### src/rtl/elf_pkg.sv
// Encoder link framer package: word layouts, codes and constants.
// No dependencies; used by every other file of the block.
`default_nettype none

package elf_pkg;

    localparam int MAX_REPLY = 16;

    localparam logic [7:0] CODE_MASK        = 8'h7F;
    localparam logic [7:0] CODE_READ_STATUS = 8'h50;
    localparam logic [7:0] ERROR_FLAG       = 8'h80;

    localparam logic [3:0] SEND_POS_MAX  = 4'd15;
    localparam logic [4:0] REPLY_CNT_MAX = 5'd31;

    typedef enum logic [1:0] {
        MODE_CMD     = 2'd0,
        MODE_RX      = 2'd1,
        MODE_TIMEOUT = 2'd2,
        MODE_IGNORE  = 2'd3
    } mode_t;

    typedef enum logic [1:0] {
        KIND_TX     = 2'd0,
        KIND_RX     = 2'd1,
        KIND_STATUS = 2'd2
    } kind_t;

    typedef enum logic [2:0] {
        ST_OK         = 3'd0,
        ST_TIMEOUT    = 3'd1,
        ST_PARITY     = 3'd2,
        ST_CHECKSUM   = 3'd3,
        ST_BAD_LEN    = 3'd4,
        ST_ERROR_FLAG = 3'd5,
        ST_ENC_STATUS = 3'd6,
        ST_UNEXPECTED = 3'd7
    } status_t;

    typedef struct packed {
        mode_t      mode;
        logic [7:0] data_byte;
        logic       is_final;
        logic       parity_flag;
        logic [3:0] expected_len;
    } in_word_t;

    typedef struct packed {
        kind_t      kind;
        logic [7:0] byte_value;
        logic [3:0] byte_index;
        status_t    status;
        logic [7:0] encoder_status;
        logic       run_last;
    } out_word_t;

    // Results produced by one accepted word: count (0..2) and the words.
    typedef struct packed {
        logic [1:0] cnt;
        out_word_t  first;
        out_word_t  second;
    } push_t;

endpackage

`default_nettype wire

### src/rtl/elf_if.sv
// Valid/ready channel interfaces for the encoder link framer.
// Depends on elf_pkg for the word layouts.
`default_nettype none

interface elf_in_if;
    import elf_pkg::*;
    logic     valid;
    logic     ready;
    in_word_t data;
    modport source (output valid, output data, input ready);
    modport sink   (input valid, input data, output ready);
endinterface

interface elf_out_if;
    import elf_pkg::*;
    logic      valid;
    logic      ready;
    out_word_t data;
    modport source (output valid, output data, input ready);
    modport sink   (input valid, input data, output ready);
endinterface

`default_nettype wire

### src/rtl/elf_core.sv
// Transaction state and per-word framing logic: checksum, reply tracking, status.
// Depends on elf_pkg; feeds its results to elf_outq.
`default_nettype none

module elf_core (
    input  wire logic           clk,
    input  wire logic           rst_n,
    input  wire logic           accept,
    input  wire elf_pkg::in_word_t word,
    output elf_pkg::push_t      push
);
    import elf_pkg::*;

    localparam logic [5:0] REPLY_LIMIT = 6'(MAX_REPLY);

    logic [7:0] xor_reg, xor_next;
    logic [7:0] sent_code_reg, sent_code_next;
    logic [3:0] rlen_reg, rlen_next;
    logic [3:0] pos_reg, pos_next;
    logic [4:0] count_reg, count_next;
    logic       parity_reg, parity_next;
    logic [7:0] code_reg, code_next;
    logic [7:0] third_reg, third_next;

    logic [7:0] xor_cmd;
    logic [7:0] xor_rx;
    logic       parity_rx;
    status_t    st;
    logic [7:0] enc;
    out_word_t  w0, w1;

    always_ff @(posedge clk or negedge rst_n)
    begin
        if (!rst_n)
        begin
            xor_reg       <= '0;
            sent_code_reg <= '0;
            rlen_reg      <= '0;
            pos_reg       <= '0;
            count_reg     <= '0;
            parity_reg    <= 1'b0;
            code_reg      <= '0;
            third_reg     <= '0;
        end
        else if (accept)
        begin
            xor_reg       <= xor_next;
            sent_code_reg <= sent_code_next;
            rlen_reg      <= rlen_next;
            pos_reg       <= pos_next;
            count_reg     <= count_next;
            parity_reg    <= parity_next;
            code_reg      <= code_next;
            third_reg     <= third_next;
        end
    end

    assign xor_cmd   = (pos_reg == 4'd0) ? word.data_byte : (xor_reg ^ word.data_byte);
    assign xor_rx    = xor_reg ^ word.data_byte;
    assign parity_rx = parity_reg | word.parity_flag;

    // Status priority at the closing checksum byte
    always_comb
    begin
        enc = '0;
        if (parity_rx)
            st = ST_PARITY;
        else if (xor_rx != 8'h00)
            st = ST_CHECKSUM;
        else if ((code_reg & CODE_MASK) == CODE_READ_STATUS)
        begin
            if (count_reg != 5'd3)
                st = ST_BAD_LEN;
            else
            begin
                st  = ST_ENC_STATUS;
                enc = third_reg;
            end
        end
        else if ((code_reg & ERROR_FLAG) != 8'h00)
            st = ST_ERROR_FLAG;
        else if (code_reg != sent_code_reg || count_reg != {1'b0, rlen_reg})
            st = ST_UNEXPECTED;
        else
            st = ST_OK;
    end

    always_comb
    begin
        xor_next       = xor_reg;
        sent_code_next = sent_code_reg;
        rlen_next      = rlen_reg;
        pos_next       = pos_reg;
        count_next     = count_reg;
        parity_next    = parity_reg;
        code_next      = code_reg;
        third_next     = third_reg;
        w0             = '0;
        w1             = '0;
        push.cnt       = 2'd0;

        case (word.mode)
            MODE_CMD:
            begin
                xor_next = xor_cmd;
                if (pos_reg == 4'd0)
                    sent_code_next = '0;
                if (pos_reg == 4'd1)
                    sent_code_next = word.data_byte;
                if (pos_reg < SEND_POS_MAX)
                    pos_next = pos_reg + 4'd1;
                w0.kind       = KIND_TX;
                w0.byte_value = word.data_byte;
                if (!word.is_final)
                begin
                    w0.run_last = 1'b1;
                    push.cnt    = 2'd1;
                end
                else
                begin
                    w1.kind       = KIND_TX;
                    w1.byte_value = xor_cmd;
                    w1.run_last   = 1'b1;
                    push.cnt      = 2'd2;
                    xor_next      = '0;
                    rlen_next     = word.expected_len;
                    pos_next      = '0;
                    count_next    = '0;
                    parity_next   = 1'b0;
                    code_next     = '0;
                    third_next    = '0;
                end
            end
            MODE_RX:
            begin
                xor_next    = xor_rx;
                parity_next = parity_rx;
                if (!word.is_final)
                begin
                    if (count_reg == 5'd1)
                        code_next = word.data_byte;
                    if (count_reg == 5'd2)
                        third_next = word.data_byte;
                    if ({1'b0, count_reg} < REPLY_LIMIT)
                    begin
                        w0.kind       = KIND_RX;
                        w0.byte_value = word.data_byte;
                        w0.byte_index = count_reg[3:0];
                        w0.run_last   = 1'b1;
                        push.cnt      = 2'd1;
                    end
                    if (count_reg < REPLY_CNT_MAX)
                        count_next = count_reg + 5'd1;
                end
                else
                begin
                    w0.kind           = KIND_STATUS;
                    w0.status         = st;
                    w0.encoder_status = enc;
                    w0.run_last       = 1'b1;
                    push.cnt          = 2'd1;
                    pos_next          = '0;
                end
            end
            MODE_TIMEOUT:
            begin
                w0.kind     = KIND_STATUS;
                w0.status   = ST_TIMEOUT;
                w0.run_last = 1'b1;
                push.cnt    = 2'd1;
                pos_next    = '0;
            end
            default:
            begin
            end
        endcase

        push.first  = w0;
        push.second = w1;
        if (!accept)
            push.cnt = 2'd0;
    end

endmodule

`default_nettype wire

### src/rtl/elf_outq.sv
// Four-entry result queue; takes up to two words per cycle, gives one per cycle while ready is high.
// Depends on elf_pkg; sits between elf_core and the result channel.
`default_nettype none

module elf_outq (
    input  wire logic            clk,
    input  wire logic            rst_n,
    input  wire elf_pkg::push_t  push,
    output logic                 room,
    output logic                 valid,
    input  wire logic            ready,
    output elf_pkg::out_word_t   data
);
    import elf_pkg::*;

    out_word_t  mem_reg [4];
    logic [1:0] wr_reg, wr_next;
    logic [1:0] rd_reg, rd_next;
    logic [2:0] cnt_reg, cnt_next;
    logic       pop;

    assign valid = (cnt_reg != 3'd0);
    assign room  = (cnt_reg <= 3'd2);
    assign data  = mem_reg[rd_reg];
    assign pop   = valid & ready;

    always_comb
    begin
        wr_next  = wr_reg + push.cnt;
        rd_next  = rd_reg + {1'b0, pop};
        cnt_next = cnt_reg + {1'b0, push.cnt} - {2'b00, pop};
    end

    always_ff @(posedge clk or negedge rst_n)
    begin
        if (!rst_n)
        begin
            wr_reg  <= '0;
            rd_reg  <= '0;
            cnt_reg <= '0;
        end
        else
        begin
            wr_reg  <= wr_next;
            rd_reg  <= rd_next;
            cnt_reg <= cnt_next;
        end
    end

    always_ff @(posedge clk)
    begin
        if (push.cnt != 2'd0)
            mem_reg[wr_reg] <= push.first;
        if (push.cnt == 2'd2)
            mem_reg[wr_reg + 2'd1] <= push.second;
    end

endmodule

`default_nettype wire

### src/rtl/encoder_link_transaction_framer.sv
// Encoder link transaction framer: XOR-checksummed command/reply framing.
// Each result word is registered in the result queue when its input word is accepted, and offered from there.
// Throughput: one input word per cycle while the queue has room; the result side gives one word per cycle
// while result.ready is high, so a final command byte (two results) is offered as two words in turn.
// Input is taken while the four-entry result queue has room for two words.
// Reset (rst_n, async, active low) clears transaction state and empties the queue.
`default_nettype none

module encoder_link_transaction_framer (
    input  wire logic clk,
    input  wire logic rst_n,
    elf_in_if.sink    item,
    elf_out_if.source result
);
    import elf_pkg::*;

    push_t push;
    logic  room;
    logic  accept;

    assign item.ready = room;
    assign accept     = item.valid & room;

    elf_core u_core (
        .clk    (clk),
        .rst_n  (rst_n),
        .accept (accept),
        .word   (item.data),
        .push   (push)
    );

    elf_outq u_outq (
        .clk   (clk),
        .rst_n (rst_n),
        .push  (push),
        .room  (room),
        .valid (result.valid),
        .ready (result.ready),
        .data  (result.data)
    );

endmodule

`default_nettype wire

### src/flat_wrapper.sv
// flat-port wrapper written by rule: the top's interface ports become plain ports
module encoder_link_transaction_framer_flat import elf_pkg::*;
  (clk, rst_n, item_valid, item_data, item_ready, result_valid, result_data, result_ready);
  elf_in_if item_i ();
  elf_out_if result_i ();
  input  wire logic clk;
  input  wire logic rst_n;
  input wire logic [$bits(item_i.valid)-1:0] item_valid;
  input wire logic [$bits(item_i.data)-1:0] item_data;
  output wire logic [$bits(item_i.ready)-1:0] item_ready;
  output wire logic [$bits(result_i.valid)-1:0] result_valid;
  output wire logic [$bits(result_i.data)-1:0] result_data;
  input wire logic [$bits(result_i.ready)-1:0] result_ready;
  assign item_i.valid = item_valid;
  assign item_i.data = item_data;
  assign item_ready = item_i.ready;
  assign result_valid = result_i.valid;
  assign result_data = result_i.data;
  assign result_i.ready = result_ready;
  encoder_link_transaction_framer u_core (.clk(clk), .rst_n(rst_n), .item(item_i), .result(result_i));
endmodule
### config.mk
export PLATFORM = sky130hd
export DESIGN_NAME = encoder_link_transaction_framer_flat
export DESIGN_NICKNAME = d
export VERILOG_FILES = /design/src/rtl/elf_pkg.sv /design/src/rtl/elf_if.sv /design/src/rtl/elf_core.sv /design/src/rtl/elf_outq.sv /design/src/rtl/encoder_link_transaction_framer.sv /design/src/flat_wrapper.sv
export SDC_FILE = /design/constraint.sdc
export NUM_CORES = 1
export LEC_CHECK = 0
export BUFFER_PORTS_ARGS = -buffer_cell sky130_fd_sc_hd__buf_2
export CAP_MARGIN = 20
export CORE_MARGIN = 2
export CORE_UTILIZATION = 40
export CTS_CLUSTER_SIZE = 40
export DETAILED_ROUTE_END_ITERATION = 10
export GPL_ROUTABILITY_DRIVEN = 0
export PLACE_DENSITY = 0.54
export SLEW_MARGIN = 20
export SYNTH_ARGS = -nofsm -noshare
export SYNTH_HDL_FRONTEND = slang
export SYNTH_SLANG_ARGS = --single-unit
### constraint.sdc
create_clock -name clk -period 2.8 [get_ports clk]
set_input_delay 0 -clock clk [delete_from_list [all_inputs] [get_ports clk]]
set_output_delay 0 -clock clk [all_outputs]
set_load 0.02 [all_outputs]
Word level (Yosys, flattened, before mapping)
Memories as Yosys holds them, arrays and structs flattened.
Cells that the tools add are included.
W data, S select, Z words.
{"block": "classes", "n_bitwise": 4, "mux": 58, "reduce_logical": 17, "addsub": 7, "n_lt_le_gt_ge": 4, "eq_ne": 17}
{"operator": "$mux W8", "n": 16}
{"operator": "$pmux W8 S2", "n": 4}
{"operator": "$mux W4", "n": 4}
{"operator": "$mux W3", "n": 5}
{"operator": "$mux W5", "n": 3}
{"operator": "$reduce_and A5 Y1", "n": 3}
{"operator": "$mux W13", "n": 1}
{"operator": "$mux W12", "n": 1}
{"operator": "$ne A2 B2 Y1 const B", "n": 6}
{"operator": "$pmux W4 S3", "n": 1}
{"operator": "$mux W1", "n": 11}
{"operator": "$mux W11", "n": 1}
{"operator": "$lt A5 B5 Y1 const B", "n": 2}
{"operator": "$mux W2", "n": 5}
{"operator": "$pmux W5 S2", "n": 1}
{"operator": "$reduce_and A3 Y1", "n": 3}
{"operator": "$ne A8 B8 Y1", "n": 1}
{"operator": "$reduce_bool A8 Y1", "n": 1}
{"operator": "$xor A8 B8 Y8", "n": 1}
{"operator": "$eq A7 B7 Y1 const B", "n": 1}
{"operator": "$pmux W2 S3", "n": 1}
{"operator": "$pmux W3 S2", "n": 1}
{"operator": "$reduce_bool A2 Y1", "n": 3}
{"operator": "$reduce_bool A3 Y1", "n": 2}
{"operator": "other kinds (27)", "n": 29}
{"block": "word_totals", "memories": 1, "ramBits": 104, "inputBits": 20, "register_bits": 53, "wordCells": 119, "out_inout_bits": 28}
{"memory": "u_core.u_outq.mem_reg", "words": 4, "word_bits": 26, "rd": 1, "rd_clocked_by_memory_dff": 0, "wr": 2, "line_no": "elf_outq.sv:16", "text": "out_word_t mem_reg [4];"}

Longest topological paths before layout
Gate-level depths: netlist of run 1.
{"block": "logic_depth", "depth_word": 9, "depth_mapped": 12, "ltp_nobuf": 12}

Cells and area by module
Synthesis of run 1 repeated with hierarchy kept, for this count alone.
{"block": "hier_totals", "hier_cells": 636, "hier_area_um2": 8712.1}
{"module": "elf_outq", "n_inst": 1, "area_each_um2": 5562.8, "cells_per_inst": 292, "seq_area_each_um2": 3298.2}
{"module": "elf_core", "n_inst": 1, "area_each_um2": 3143.0, "cells_per_inst": 343, "seq_area_each_um2": 1151.1}
{"module": "encoder_link_transaction_framer", "n_inst": 1, "area_each_um2": 6.3, "cells_per_inst": 1, "seq_area_each_um2": 0.0}

Least setup slack after synthesis of run 1
No wires, ideal clock.
{"block": "synth_timing", "path_type": "reg2reg", "start": "register u_core.u_core.count_reg[4]", "end": "register u_core.u_outq.cnt_reg[2]", "stages_incl_launch_ff": 13, "required_time_ps": 2677, "n_path_buf": 1, "synth_period_minus_slack_ps": 2316, "path_slack_ps": 484, "arrival_ps": 2193, "path_cell_list": "dfrtp_1 buf_4 nand2b_1 a221oi_4 nor2_1 nand2_1 ha_1 inv_1 ha_1 inv_1 fa_1 xor2_1 xnor2_1"}
{"block": "synth_between", "elab_chain_len": 7}
{"element": "from (decl)", "line_no": "elf_core.sv:20", "text": "logic [4:0] count_reg, count_next;"}
{"element": "from (signal assigned)", "line_no": "elf_core.sv:51", "text": "count_reg <= count_next;"}
{"element": "$lt A5 B5 Y1", "line_no": "elf_core.sv:144", "text": "if ({1'b0, count_reg} < REPLY_LIMIT)"}
{"element": "$mux W1", "line_no": "elf_core.sv:144"}
{"element": "$mux W2", "line_no": "elf_core.sv:138", "text": "if (!word.is_final)"}
{"element": "$pmux W2 S3", "line_no": "elf_core.sv:102", "text": "case (word.mode)"}
{"element": "$mux W2", "line_no": "elf_core.sv:180", "text": "if (!accept)"}
{"element": "$add A3 B2 Y3", "line_no": "elf_outq.sv:31", "text": "cnt_next = cnt_reg + {1'b0, push.cnt} - {2'b00, pop};"}
{"element": "$sub A3 B1 Y3", "line_no": "elf_outq.sv:31"}
{"element": "via u_core.u_outq.cnt_next[2]", "line_no": "elf_outq.sv:19", "text": "logic [2:0] cnt_reg, cnt_next;"}
{"element": "to (signal assigned)", "line_no": "elf_outq.sv:46", "text": "cnt_reg <= cnt_next;"}
{"element": "to (decl)", "line_no": "elf_outq.sv:19"}
The timed path passes the listed nets, and every way through them passes these cells.
A chain may end at the register's enable or synchronous reset.

Worst setup path after layout of run 1
Ends and elaborated chain as after synthesis.

==> results of run 1 <==
==> kinds of logic after synthesis <==
logic type,after synthesis
mux,47
xor+xnor,35
simple gates,171
buf+inv,67
flops,157
fa+ha+maj,16
compound gates,169
==> metal layers <==
metal / routed length, um / GRT usage (%) / vias to the layer above
met5: 0 / 0 / -
met3: 1084 / 3.679 / 23
met2: 9637 / 34.62 / 193
li1: - / - / 2606
met4: 261 / 6.211 / 0
met1: 9613 / 31.20 / 2843
==> layout make-up <==
cell class	count	share of cell area, %
clock inverters	10	0.8668
well taps	234	3.325
flip-flops and latches	157	42.82
clock buffers	22	5.272
repair buffers	91	6.850
multi-input cells	438	39.97
inverters	21	0.8953
==> synth_stat cells (all sizes together), types with 2 or more instances <==
library cell | instances | area share (%)
nand3 | 14 | 1.4
and2 | 17 | 1.4
ha | 15 | 2.5
nor2 | 42 | 2.4
xnor2 | 16 | 1.8
a221oi | 2 | 0.46
buf | 17 | 1.7
clkbuf | 29 | 1.4
nand4 | 5 | 0.41
nor3 | 7 | 0.53
inv | 21 | 1.0
nor4 | 7 | 0.74
a211o | 2 | 0.23
nor4bb | 2 | 0.26
o21ai | 9 | 0.59
nand2 | 56 | 2.9
mux2 | 20 | 3.0
edfxtp | 36 | 14
nand2b | 4 | 0.33
o211ai | 4 | 0.39
nor3b | 2 | 0.20
o22ai | 40 | 3.3
nor2b | 2 | 0.16
a22o | 40 | 4.6
dfxtp | 68 | 18
mux4 | 26 | 7.7
xor2 | 19 | 2.2
o31ai | 4 | 0.39
or2 | 2 | 0.16
or3b | 2 | 0.23
dfrtp | 53 | 17
and3 | 2 | 0.16
o2111ai | 3 | 0.51
a21oi | 27 | 1.8
and4 | 2 | 0.23
a31oi | 3 | 0.25
or3 | 2 | 0.16
o2bb2ai | 30 | 3.5
a211oi | 2 | 0.36
==> power by group through the flow <==
stage               Clock [W]  Sequential [W]  Combinational, W
floorplan                   0         0.00298           0.00175
detailed placement          0         0.00312           0.00230
global placement            0         0.00310           0.00225
global route          0.00231         0.00314           0.00253
CTS                   0.00222         0.00307           0.00232
finish                0.00216         0.00308           0.00230
==> what timing repair did <==
action	CTS	global route
gates resized for setup	0	0
hold buffers	15	0
hold endpoints to repair	40	0
==> stage by stage <==
step / power (W) / hold WS, ns / setup slack [ns]
after global routing: 0.007973 / 0.01974 / 0.1391
after CTS: 0.007611 / 0.007658 / 0.3182
after detailed placement: 0.005416 / 0.03544 / 0.3133
after global placement: 0.005343 / 0.03304 / 0.4519
final: 0.007542 / 0.01967 / 0.3090
after floorplan: 0.004731 / -0.2956 / 0.4842
==> critical path, delay by kind of cell, from the launching register on <==
family                   cells  cell delay (ns)
buffers and inverters        2             0.11
flip-flops                   1             0.50
AND/OR/NAND/NOR              3             0.46
AO/OA/AOI/OAI                1             0.28
adder cells (fa/ha/maj)      3             0.75
XOR/XNOR                     2             0.28
==> how the worst max path moves through the flow <==
stage,end,slack [ns]
6_report,u_core.u_outq.cnt_reg[2],0.31
2_1_floorplan,u_core.u_outq.cnt_reg[2],0.48
3_3_place_gp,u_core.u_outq.cnt_reg[2],0.45
3_5_place_dp,u_core.u_outq.cnt_reg[2],0.31
4_1_cts,u_core.u_outq.cnt_reg[2],0.32
5_1_grt,u_core.u_outq.cnt_reg[2],0.14
==> metrics.yaml, run 1 <==
cells_and_area:
  multi_input_area_mm2: 0.003520
  layout.nets: 762
  area_growth_pct: 15.78
  seq_area_mm2: 0.003770
  fin_area_mm2: 0.008805
  largest_reg_flops: 104
  utilization_pct: 47.07
  final_cell_mix: "dfxtp_1, nand2_1, dfrtp_1"
  mostFrequentLayoutCell: "dfxtp_1"
  fin_cells: 973
  num_antenna_cells: 0
  nFillCells: 1722
  drive_above_1_share_pct: 23.41
critical_path:
  cp_max_fo: 7
  rr_endpoint: "u_core.u_outq.cnt_reg[2]"
  cp_slowest_cell: "dfrtp_1"
  crit_path_start_kind: "flip-flop"
  critical_path_class: "reg -> reg"
  arrival_ns: 2.80
  r2r_slack_ns: 0.31
  cp-startpoint: "u_core.u_core.count_reg[4]"
  ff2ff_path_depth: 11
  regToRegStartpoint: "u_core.u_core.count_reg[4]"
  crit_chain: "nand2b_1, a221oi_4, nor2_1, nand2_1, ha_1, inv_1, ha_1, inv_1, fa_1, xor2_1, xnor2_1"
  required_ns: 3.11
  cp-end-kind: "flip-flop"
  max_stage_delay_ns: 0.50
global_routing:
  grt_use_total_pct: 21.89
  grt_max_degree: 29
  antenna_found_initial: 0
  grt_pass1_wl_um: 33330
  grt-ovfl-total: 0
  grt_pass1_vias: 5692
synth:
  synth.ff_latch_count: 157
  syn_area_per_cell_um2: 11.49
  synthXorXnorAreaFrac_pct: 4.031
  yosys_warnings: 0
  synth_edf_count: 36
  syn_inst: 662
  synth_cell_types: 61
  ys.flop_type: "dfxtp_1"
  synth_top_family_by_area: "compound AO/OA/AOI/OAI gates"
  ys_seq_area_share_pct: 49.56
  syn_area_mm2: 0.007605
  synthMuxAreaShare_pct: 10.79
  synthSimpleGateAreaFrac_pct: 12.04
  synthAdderAreaFrac_pct: 2.731
  synthArstFlopShare_pct: 33.76
  synth-compound-area-share_pct: 16.68
  synth_fp_nets: 698
drt:
  first_pass_iters: 5
  vias: 5665
  drcViolationCount: 0
  drt-total-wl_um: 20600
  drtIter0Drc: 492
  post_drt_wl_per_cell_um: 21.17
  ant_nets: 0
  avgViaCountPerCell: 5.822
power_and_ir_drop:
  power.density_mw_per_mm2: 856.6
  netSwitchingFraction_pct: 35.17
  p_comb_share_pct: 30.5
  seq_power_share_pct: 40.9
  leakage_nw: 3.457
  switchingPower_w: 0.002653
  intPower_w: 0.004890
  pwr-share-clk_pct: 28.7
  ir_worst_vdd_mv: 0.4026
timing:
  tns_ns: 0
  fin_crit_ns: 2.491
  final-setup-viol-count: 0
  skew_ns: 0.01409
  drv_slew: 0
  rsz0062_at_grt: "no"
  tightestPinTransition_ns: 0.6427
  period_share_pct: 88.96
  max_freq_ghz: 0.4015
  finalHoldViolations: 0
  maxSlewHeadroom_pct: 57.15
place:
  dpl.hpwl_um: 14400
  io_buffers: 47
  placed_cells: 926
  place_area_mm2: 0.008114
clock_tree:
  cts_setup_buffers: 0
  root_buffer: "clkbuf_16"
  cts_made_buffers: 17
  cts_sinks: 157
  cts_max_level: 4
  clk_pin_slew_ns: 0.07
  cts_tree: "built"
  cts_buffer_depth: 2
  worstSkewPairLatency_ns: 0.43
die:
  io_pins: 48
  initial_core_util_pct: 40.66
  rows: 50
  core_region_area_mm2: 0.01871
  dieWidth_um: 141.9
  die_area_mm2: 0.02013
  die_y_um: 141.9
worst_hold_path:
  holdPathEnd: "u_core.u_core.xor_reg[2]"
  hold_start: "item_data[8]"
  holdPathStages: 3
  hold_class: "in -> reg"
status:
  status: "complete, no violations"
flow_run:
  cap_violations: 0
Note: power is estimated with default switching activity, not from simulation.
==> inputs of run 2 (changes only) <==
--- a/config.mk
+++ b/config.mk
@@ -5,11 +5,11 @@
 export SDC_FILE = /design/constraint.sdc
 export NUM_CORES = 1
 export LEC_CHECK = 0
+export ABC_AREA = 1
 export BUFFER_PORTS_ARGS = -buffer_cell sky130_fd_sc_hd__buf_2
 export CAP_MARGIN = 20
 export CORE_MARGIN = 2
 export CORE_UTILIZATION = 40
-export CTS_CLUSTER_SIZE = 40
 export DETAILED_ROUTE_END_ITERATION = 10
 export GPL_ROUTABILITY_DRIVEN = 0
 export PLACE_DENSITY = 0.54
==> run 2 against run 1 <==
Final area down 0.30%. Sequential cell count is the same. Setup slack improved by 0.019 ns. Hold slack improved by 0.023 ns. Fmax rose by 0.75%. Synthesized cell count up 42%. Via count is 15% higher. Critical endpoint unchanged. Clock power grew 9%. Cell count rose by 28%. First-iteration DRC count decreased by 2.0%. Sequential power is 5% higher.
==> metrics.yaml, run 2 <==
status:
  status: "complete, no violations"
drt:
  post_drt_wl_per_cell_um: 17.66  # -17%
  vias: 6540  # +15%
  drtIter0Drc: 482  # -2.0%
  drt-total-wl_um: 22000  # +6.8%
  drcViolationCount: 0  # unchanged
  avgViaCountPerCell: 5.249  # -9.8%
  first_pass_iters: 7  # +2
  ant_nets: 0  # unchanged
timing:
  fin_crit_ns: 2.472  # -0.01859 ns
  maxSlewHeadroom_pct: 49.78  # -7.4 points
  drv_slew: 0  # unchanged
  period_share_pct: 88.30  # -0.66 points
  tightestPinTransition_ns: 0.7509  # +0.1081 ns
  skew_ns: 0.008435  # -0.005655 ns
  final-setup-viol-count: 0  # unchanged
  tns_ns: 0  # unchanged
  final.setup.worst_slack_ns: 0.3276  # +0.01859 ns
  finalHoldViolations: 0  # unchanged
  rsz0062_at_grt: "no"
  max_freq_ghz: 0.4045  # +0.75%
clock_tree:
  cts_made_buffers: 17  # unchanged
  cts_sinks: 157  # unchanged
  cts_tree: "built"
  root_buffer: "clkbuf_16"
  worstSkewPairLatency_ns: 0.43  # about the same
  cts_setup_buffers: 0  # unchanged
  clk_pin_slew_ns: 0.06  # about the same
  cts_buffer_depth: 2  # unchanged
  cts_max_level: 4  # unchanged
critical_path:
  arrival_ns: 2.83  # +0.03 ns
  cp_slowest_cell: "dfrtp_1"
  max_stage_delay_ns: 0.43  # -0.07 ns
  critical_path_class: "reg -> reg"
  cp-startpoint: "u_core.u_core.count_reg[4]"
  required_ns: 3.15  # +0.04 ns
  crit_top_cell: "inv_1"
  ff2ff_path_depth: 13  # +2
  crit_path_start_kind: "flip-flop"
  r2r_slack_ns: 0.33  # +0.02 ns
  crit_chain: "inv_2, nand2_1, nand2_1, o21bai_2, nor2_4, inv_1, ha_1, inv_1, ha_1, inv_1, fa_1, xnor2_1, xor2_1"
  cp_max_fo: 5  # -2
  rr_endpoint: "u_core.u_outq.cnt_reg[2]"
  path_buf_inv: 4  # +2
  regToRegStartpoint: "u_core.u_core.count_reg[4]"
  cp_top_family: "adder cells"
  cp-end-kind: "flip-flop"
global_routing:
  grt_max_degree: 54  # +86%
  grt-ovfl-total: 0  # unchanged
  antenna_found_initial: 0  # unchanged
  grt_use_met2_pct: 35.95  # +1.3 points
  grt_pass1_wl_um: 35040  # +5.1%
  grt_pass1_vias: 6214  # +9.2%
  met3_usage_pct: 4.354  # +0.67 points
  grt_use_total_pct: 22.96  # +1.1 points
  grt_busiest_layer: "met2"
  grt_util_met1_pct: 32.59  # +1.4 points
power_and_ir_drop:
  power.total_w: 0.009047  # +20%
  leakage_nw: 3.777  # +9.3%
  power.density_mw_per_mm2: 1031  # +20%
  ir_worst_vdd_mv: 0.4628  # +15%
die:
  die_y_um: 141.6  # -0.21%
  rows: 50  # unchanged
  die_area_mm2: 0.02005  # -0.42%
  initial_core_util_pct: 40.62  # about the same
  io_pins: 48  # unchanged
  core_region_area_mm2: 0.01864  # -0.33%
  dieWidth_um: 141.6  # -0.21%
synth:
  syn_area_mm2: 0.007572  # -0.43%
  synth_top_area_share_pct: 17.98  # +0.077 points
  yosys_warnings: 0  # unchanged
  ys.flop_type: "dfxtp_1"
  ys_seq_area_share_pct: 49.77  # +0.21 points
  synthArstFlopShare_pct: 33.76  # unchanged
  yosys.area.top_type: "dfxtp_1"
  synth_most_common_cell: "nand2_1"
  syn_area_per_cell_um2: 8.073  # -30%
  syn_inst: 938  # +42%
  synth_fp_nets: 974  # +40%
  synth_edf_count: 36  # unchanged
  synthTopCellsByCount: "nand2_1, o21ai_0, nor2_1, dfxtp_1, inv_1"
  synth_cell_types: 39  # -36%
  synth_area_leaders: "dfxtp_1, dfrtp_1, edfxtp_1"
  synth.ff_latch_count: 157  # unchanged
worst_hold_path:
  hold_class: "in -> reg"
  holdPathStages: 3  # unchanged
  holdPathEnd: "u_core.u_core.sent_code_reg[4]"
  hold_start: "item_valid"
place:
  place_ws_ns: 0.3253  # +0.01201 ns
  dpl.hpwl_um: 14970  # +4.0%
  io_buffers: 47  # unchanged
  placed_cells: 1200  # +30%
cells_and_area:
  utilization_pct: 47.09  # about the same
  drive_above_1_share_pct: 13.34  # -10 points
  num_antenna_cells: 0  # unchanged
  largest_reg_flops: 104  # unchanged
  fin_cells: 1246  # +28%
  final_cell_mix: "nand2_1, o21ai_0, nor2_1"
  nFillCells: 1888  # +9.6%
  mostFrequentLayoutCell: "nand2_1"
  seq_area_mm2: 0.003769  # about the same
  layout.nets: 1035  # +36%
  multi_input_area_mm2: 0.003329  # -5.4%
  area_growth_pct: 15.93
flow_run:
  cap_violations: 0  # unchanged
run 2: cell count changes after synthesis, sizes merged, moves of 30 or more:
cell and change:
o2bb2ai -30, nand2 +208, o21ai +125, inv +52, a22o -40, nor2 +63
run 2: timing repair:
| action | in CTS | in global routing |
|---|---|---|
| hold endpoints to repair | 66 | 0 |
| gates resized for setup | 0 | 0 |
| hold buffers | 14 | 0 |
run 2: where the power goes:
group	internal (W)	total, W	switching, W
clock network	0.00132	0.00235	0.00102
registers	0.00288	0.00322	0.000346
logic	0.00114	0.00348	0.00234
total	0.00534	0.00905	0.00371
run 2: worst register-to-register path, cell delays in order (launching register included):
cell	delay (ns)
dfrtp_1	0.43
inv_2	0.09
nand2_1	0.07
nand2_1	0.10
o21bai_2	0.12
nor2_4	0.24
inv_1	0.12
ha_1	0.30
inv_1	0.06
ha_1	0.13
inv_1	0.04
fa_1	0.37
xnor2_1	0.18
xor2_1	0.16
run 2: routing by layer:
layer  vias to the layer above  part of all wire (%)
met1                      3098                    48
li1                       3261                     -
met3                        22                   5.0
met5                         -                     0
met2                       159                    46
met4                         0                   1.1
run 2: worst max path at each step:
stage                                to  slack, ns  cells past startpoint
2_1_floorplan  u_core.u_outq.cnt_reg[2]       0.39                     11
3_3_place_gp   u_core.u_outq.cnt_reg[2]       0.38                     11
3_5_place_dp   u_core.u_outq.cnt_reg[2]       0.33                     11
4_1_cts        u_core.u_outq.cnt_reg[2]       0.31                     11
5_1_grt        u_core.u_outq.cnt_reg[2]       0.17                     13
6_report       u_core.u_outq.cnt_reg[2]       0.33                     13
run 2: metrics by stage:
stage	cell area, um2	hold slack (ns)
4_1_cts	8776	0.03535
5_1_grt	8778	0.05696
6_report	8778	0.04226
3_3_place_gp	8048	0.2026
2_1_floorplan	7572	-0.2956
3_5_place_dp	8048	0.2037
run 2: layout make-up:
type,count,area share (%)
Inverter,73,3.178
Sequential cell,157,42.93
Timing Repair Buffer,80,5.929
Tap cell,234,3.335
Clock inverter,12,1.368
Multi-Input combinational cell,670,37.93
Clock buffer,20,5.331
run 2: logic make-up after synthesis:
| family | synth area share [%] |
|---|---|
| and+or+nand+nor | 23.02 |
| AOI/OAI and AO/OA | 16.59 |
| DFF | 49.77 |
| buffers and inverters | 6.262 |
| adders and majority gates | 2.743 |
| xor gates and xnor gates | 1.619 |
